**src/rtl/gdr_pkg.sv**
```systemverilog
package gdr_pkg;

  localparam int MapDim = 64;
  localparam int MapBits = 6;
  localparam int ScreenRows = 480;
  localparam int TexSize = 64;
  localparam int TexBits = 6;

  localparam logic [23:0] WdMax = 24'hFFFFFF;
  localparam logic [11:0] LhMax = 12'd4095;

  localparam logic [1:0] CfgPlayerX = 2'd0;
  localparam logic [1:0] CfgPlayerY = 2'd1;
  localparam logic [1:0] CfgMapWidth = 2'd2;
  localparam logic [1:0] CfgMapHeight = 2'd3;

  localparam logic ModeWrite = 1'b0;
  localparam logic ModeCast = 1'b1;

  typedef struct packed {
    logic               mode;
    logic [5:0]         cell_x;
    logic [5:0]         cell_y;
    logic               cell_wall;
    logic signed [15:0] dir_x;
    logic signed [15:0] dir_y;
    logic [23:0]        delta_x;
    logic [23:0]        delta_y;
  } req_t;

  typedef struct packed {
    logic        status;
    logic        hit_side;
    logic [5:0]  hit_col;
    logic [5:0]  hit_row;
    logic [23:0] wall_distance;
    logic [11:0] slice_height;
    logic [8:0]  row_top;
    logic [8:0]  row_bottom;
    logic [5:0]  texture_col;
  } res_t;

  // Commands from the controller to the datapath.
  typedef struct packed {
    logic load;      // capture request and set up side distances
    logic map_write; // write one map cell
    logic step;      // one DDA step, map read issued
    logic wd_start;  // start the distance division
    logic lh_start;  // start the height division
    logic tex_mul;   // texture product
    logic finish;    // form the result
  } cmd_t;

  typedef struct packed {
    logic is_write;
    logic outside;
    logic hit;
    logic div_done;
  } sts_t;

endpackage

```
**src/rtl/gdr_ctrl.sv**
```systemverilog
// Controller: sequences the map write, the DDA walk and the divisions.
module gdr_ctrl (
  input  logic          clk,
  input  logic          rst,
  input  logic          in_valid,
  output logic          in_stall,
  output logic          out_valid,
  input  logic          out_stall,
  input  gdr_pkg::sts_t sts,
  output gdr_pkg::cmd_t cmd,
  output logic          clr_en,
  output logic [11:0]   clr_addr
);
  import gdr_pkg::*;

  typedef enum logic [9:0] {
    S_CLEAR = 10'b0000000001,
    S_IDLE  = 10'b0000000010,
    S_STEP  = 10'b0000000100,
    S_READ  = 10'b0000001000,
    S_CHECK = 10'b0000010000,
    S_WD    = 10'b0000100000,
    S_LH    = 10'b0001000000,
    S_TEX   = 10'b0010000000,
    S_FIN   = 10'b0100000000,
    S_OUT   = 10'b1000000000
  } state_t;

  state_t state, state_next;
  logic   started;

  assign in_stall = (state != S_IDLE);
  assign out_valid = (state == S_OUT);
  assign clr_en = (state == S_CLEAR);

  always_comb begin
    state_next = state;
    cmd = '0;
    case (state)
      S_CLEAR: if (clr_addr == 12'hFFF) state_next = S_IDLE;
      S_IDLE: begin
        if (in_valid) begin
          if (sts.is_write) cmd.map_write = 1'b1;
          else begin
            cmd.load = 1'b1;
            state_next = S_STEP;
          end
        end
      end
      S_STEP: begin
        cmd.step = 1'b1;
        state_next = S_READ;
      end
      S_READ: begin
        if (sts.outside) state_next = S_OUT;
        else state_next = S_CHECK;
      end
      S_CHECK: begin
        if (sts.hit) begin
          cmd.wd_start = 1'b1;
          state_next = S_WD;
        end else state_next = S_STEP;
      end
      S_WD: begin
        if (sts.div_done) state_next = S_LH;
      end
      S_LH: begin
        if (!started) cmd.lh_start = 1'b1;
        else if (sts.div_done) state_next = S_TEX;
      end
      S_TEX: begin
        cmd.tex_mul = 1'b1;
        state_next = S_FIN;
      end
      S_FIN: begin
        cmd.finish = 1'b1;
        state_next = S_OUT;
      end
      S_OUT: begin
        if (!out_stall) state_next = S_IDLE;
      end
      default: state_next = S_IDLE;
    endcase
  end

  always_ff @(posedge clk) begin
    if (rst) begin
      state <= S_CLEAR;
      clr_addr <= '0;
      started <= 1'b0;
    end else begin
      state <= state_next;
      if (state == S_CLEAR) clr_addr <= clr_addr + 12'd1;
      started <= (state_next == state) && (state == S_LH);
    end
  end
endmodule

```
**config.mk**
```make
export PLATFORM = sky130hd
export DESIGN_NAME = gdr_ctrl
export DESIGN_NICKNAME = d
export VERILOG_FILES = /design/src/rtl/gdr_pkg.sv /design/src/rtl/gdr_ctrl.sv
export SDC_FILE = /design/constraint.sdc
export NUM_CORES = 1
export LEC_CHECK = 0
export BUFFER_PORTS_ARGS = -buffer_cell sky130_fd_sc_hd__buf_2
export CAP_MARGIN = 10
export CORE_ASPECT_RATIO = 1.25
export CORE_UTILIZATION = 52
export CTS_BUF_LIST = sky130_fd_sc_hd__clkbuf_16
export CTS_CLUSTER_SIZE = 14
export DETAILED_ROUTE_END_ITERATION = 6
export PLACE_DENSITY = 0.78
export SKIP_CTS_REPAIR_TIMING = 1
export SYNTH_ARGS = -nofsm -noshare
export SYNTH_HDL_FRONTEND = slang
export SYNTH_SLANG_ARGS = --single-unit
```
**constraint.sdc**
```tcl
create_clock -name clk -period 2.55 [get_ports clk]
set_clock_uncertainty 0.15 [all_clocks]
set_input_delay 0.51 -clock clk [delete_from_list [all_inputs] [get_ports clk]]
set_output_delay 0.51 -clock clk [all_outputs]
set_load 0.05 [all_outputs]
```
== After elaboration in Yosys (flattened, before gate mapping) ==
Cells that the tools add are included.
Word-level totals
  register bits: 23
  input bits: 8
Cells by class
  add/subtract/negate cells: 1
  equal/unequal tests: 13
  multiplexer cells: 21
  reduce and logical (&&, ||, !) cells: 1
Operators with widths (number)
  $pmux 10 s10: 1
  $mux 10: 8
  $add 12x1->12 const B: 1
  $eq 12x12->1 const B: 1
  $eq 10x1->1 const B: 1
  $eq 10x10->1: 1
  $eq 10x10->1 const B: 1
  $eq 10x2->1 const B: 1
  $eq 10x3->1 const B: 1
  $eq 10x4->1 const B: 1
  $eq 10x5->1 const B: 1
  $eq 10x6->1 const B: 1
  $eq 10x7->1 const B: 1
  $eq 10x8->1 const B: 1
  $eq 10x9->1 const B: 1
  $ne 10x2->1 const B: 1
  $mux 1: 9
  $mux 6: 1
  $mux 2: 2
  $logic_and 1x1->1: 1

== Depth between registers and ports, before layout ==
  depth in word-level cells: 5
  mapped depth: 7
  depth with buffers taken out: 6

== Least setup slack after synthesis ==
OpenSTA, ideal clock, no wires.
  kind: reg2out
  start point: register state[6]
  end point: output cmd[2] in the netlist's numbering
  arrival time: 2.278 ns
  slack: -0.388 ns
  stages on the path, launching flop included: 4
  path through: dfxtp_1 > clkbuf_1 > or4b_2 > nor3_1
RTL lines
  from (decl): RTL line gdr_ctrl.sv:29  | state_t state, state_next;
  from (signal assigned): RTL line gdr_ctrl.sv:92  | state <= state_next;
  to (decl): RTL line gdr_ctrl.sv:10  | output gdr_pkg::cmd_t cmd,

==> parameters.txt <==
Parameter                              Value

Synthesis
  Flip-flop and latch count after synthesis    23
  Number of unique standard cell types used by synthesis    38
  Basic-gate share of the synthesized area counting and, or, nand and nor cells    37.41%
  Synthesized net count    roughly 160
  Post-synth top flop    sky130_fd_sc_hd__dfxtp_1
  Compound-Gate Fraction of Synth Area    approximately a tenth
  Area share of fa/ha/maj cells after synthesis    1.003%
  Combinational family with the most area after synthesis    simple AND/OR/NAND/NOR gates
  Synth Cell Area    1247 um2
  Mux share of post-synthesis cell area    0.8024%
  Synthesis warning total    0
  Number of enable flip-flop cells after synthesis    0
  Biggest area contributors in the synthesized netlist    sky130_fd_sc_hd__dfxtp_1, sky130_fd_sc_hd__xor2_1, sky130_fd_sc_hd__nor2_1
  Area fraction of the dominant cell type after synthesis    a little under two fifths
  Sequential element share of the synthesized area    a little under two fifths
  Commonest cells post-synth    sky130_fd_sc_hd__dfxtp_1, sky130_fd_sc_hd__nor2_1, sky130_fd_sc_hd__nand2_1
  Most used standard cell by instance count after synthesis    sky130_fd_sc_hd__dfxtp_1
  Synth Area per Inst    roughly 8 um2
  Asr flop ratio synth    0%
  Post-Syn Instances    approximately 150
  Yosys top cell by area    sky130_fd_sc_hd__dfxtp_1
  XOR/XNOR share of the synthesized area    approximately 7%

Worst hold path
  Worst Hold End    state[4]
  Min-Delay Path Depth    2
  Start point of the worst min-delay path    sts[2]
  Worst Hold Class    in2reg

STA
  Min setup slack post-route    slightly above 90 ps
  Worst rel slew slack    between 60% and 70%
  Final min period    ~2500 ps
  Post-route clock period utilization    a little over nine tenths
  Final slew viol count    0
  Max frequency    ~410 MHz
  Endpoints failing hold    0
  Slew at the pin with the worst max-slew slack    452.7 ps
  Worst hold slack    just under 300 ps
  Number of setup violations in the final report    0
  Setup repair after global routing missed its margin    yes

Power and ir drop
  Seq pwr share    42.4%
  Clock network fraction of design power    around a third
  Peak ir drop on the vdd network    0.5648 mV
  Net Sw Power    ~0.3 mW
  Power per standard cell area    635.9 nW/um2
  Switching Fraction    a little under a third
  Leakage    approximately 0.64 nW
  P_int    ~0.66 mW
  Combinational share of power    roughly 23%

Placed design
  IO buf count    29
  Routability cong.    about 0.88
  HPWL after detailed placement    2044 um
  Post-placement cell area    between 1000 and 1500 um2
  Number of cells after detailed placement    205
  Setup slack at placement    264.9 ps

Layout
  Proportion of layout cells with a drive suffix above 1    around a quarter
  Final Instance Count excl. Fillers    between 200 and 250
  Area overhead of the layout relative to synthesis    21.56%
  Final cell area excluding filler cells    approximately 1500 um2
  Final Util    roughly two thirds
  Net total in the final layout    about 190
  Number of inserted diodes    0

Routing
  Number of remaining DRC errors    0
  Starting DRC count in detailed routing    32
  Detailed Routing Iterations Pass 1    4
  Average detailed-routed wire length per instance    around 14 um
  Top routing layer in use    met4
  Detailed route wirelength on metal2    between 1500 and 2000 um
  Detail Route met3 WL    approximately 74 um
  Met1 Wirelength    ~1200 um
  Vias after detailed routing    around 1.2k
  Via density per instance    5.579
  Remaining number of nets flagged by the antenna check after routing    0
  Wire length reported by the detailed router    ~2900 um

Floorplan
  Standard cell core area    2235 um2
  Die extent in y    roughly 57 um
  Number of placement rows    19
  IO Count    30
  Floorplan die area    2600 um2
  Effective utilization at floorplan    between 50% and 60%
  Horiz. Die Dim    ~46 um

Critical path
  Logic depth of the worst register-to-register path    6
  Worst flop-to-flop path startpoint    state[9]
  Required time at the worst-slack endpoint    1890 ps
  Type of element launching the critical path    register
  Arrival time of data at the critical path endpoint    about 1800 ps
  Setup Crit Path Kind    reg2out
  Endpoint kind of the worst setup timing path    primary output
  Terminus of the critical flop-to-flop path    clr_addr[11]
  Worst-path maximum fanout    11
  Register-to-register setup slack    around 550 ps

Clock network
  Maximum level of the CTS H-tree    1
  CTS tree    built
  Clock Latency Late Sink    260 ps
  Clock tree buffer depth    2
  Cell at the root of the clock tree    sky130_fd_sc_hd__clkbuf_16
  Clock transition at the registers of the reported paths    approximately 60 ps
  Clock buffer count from CTS    3
  # clock sinks    23

Job
  Maximum capacitance violations    0

GRT
  Initial antenna violation count    0
  Largest net degree at the start of global routing    22
  Final global-route overflow total    0
  Total global routing track utilization    between 20% and 30%
  Number of global-route vias before repair    1094
  Wire length of the first global-routing pass    4664 um

Outcome
  Outcome    complete, no violations
worst max-delay path, cell delays in order, from the launching register on:
cell and delay (ps):
sky130_fd_sc_hd__dfxtp_1 420, sky130_fd_sc_hd__or4b_2 710, sky130_fd_sc_hd__nor3_1 180, sky130_fd_sc_hd__buf_4 230
logic make-up (layout without fill, tap and decap cells):
family,after synthesis,count (layout)
muxes,1,1
and+or+nand+nor,79,79
AOI/OAI and AO/OA,23,23
adders and majority gates,1,1
buffers and inverters,16,41
DFF,23,23
xor gates and xnor gates,10,10
power groups by stage:
stage                     registers, mW  clock network, mW  logic (mW)
after global placement            0.412                  0       0.213
after detailed placement          0.415                  0       0.217
after global routing              0.412              0.354       0.240
final                             0.408              0.336       0.220
after floorplan                   0.466                  0       0.121
after CTS                         0.407              0.340       0.219
state kept, by name, summed over array words and instances (netlist names):
name,cells
clr_addr,12
started,1
state,10
stage by stage:
| step | power (mW) | TNS (ps) |
|---|---|---|
| after floorplan | 0.5865 | -957.0 |
| after detailed placement | 0.6320 | 0 |
| final | 0.9644 | 0 |
| after CTS | 0.9665 | -26.11 |
| after global routing | 1.006 | -21.39 |
| after global placement | 0.6257 | 0 |
cell type report:
type | count | area, um2
Multi-Input combinational cell | 114 | 753.2
Fill cell | 206 | 718.2
Sequential cell | 23 | 461.7
Timing Repair Buffer | 30 | 157.7
Clock buffer | 3 | 75.07
Tap cell | 31 | 38.79
Inverter | 7 | 26.28
Clock inverter | 1 | 3.754
metal layers:
layer,vias up,global-route usage [%]
li1,588,-
met1,554,26.84
met2,20,43.27
met3,4,3.859
met4,0,10.08
met5,-,0
cells in the final DEF (no fill, tap or decap), types with 2 or more instances in the layout:
master | synthesis | layout
sky130_fd_sc_hd__a21oi_1 | 8 | 8
sky130_fd_sc_hd__a22oi_1 | 2 | 2
sky130_fd_sc_hd__and3_1 | 2 | 2
sky130_fd_sc_hd__and4_1 | 3 | 3
sky130_fd_sc_hd__buf_2 | 2 | 27
sky130_fd_sc_hd__buf_4 | 0 | 2
sky130_fd_sc_hd__clkbuf_16 | 0 | 3
sky130_fd_sc_hd__dfxtp_1 | 23 | 22
sky130_fd_sc_hd__inv_1 | 7 | 8
sky130_fd_sc_hd__nand2_1 | 11 | 11
sky130_fd_sc_hd__nand2b_1 | 3 | 3
sky130_fd_sc_hd__nand3_1 | 8 | 8
sky130_fd_sc_hd__nand3b_1 | 3 | 3
sky130_fd_sc_hd__nand4_1 | 3 | 3
sky130_fd_sc_hd__nor2_1 | 18 | 15
sky130_fd_sc_hd__nor2_2 | 0 | 3
sky130_fd_sc_hd__nor2b_1 | 3 | 3
sky130_fd_sc_hd__nor3_1 | 3 | 2
sky130_fd_sc_hd__nor3b_2 | 0 | 2
sky130_fd_sc_hd__nor4_1 | 4 | 2
sky130_fd_sc_hd__nor4_4 | 1 | 2
sky130_fd_sc_hd__nor4b_1 | 3 | 3
sky130_fd_sc_hd__o21ai_0 | 9 | 9
sky130_fd_sc_hd__or3_1 | 4 | 4
sky130_fd_sc_hd__or4_1 | 2 | 2
sky130_fd_sc_hd__xor2_1 | 9 | 9
worst max-delay path by stage:
stage | from | end
floorplan | state[6] | cmd[2]
global placement | state[9] | cmd[5]
detailed placement | state[6] | cmd[2]
CTS | state[6] | cmd[2]
global route | state[8] | cmd[3]
finish | state[8] | cmd[2]
No activity file was read; power rests on OpenSTA's default activity.
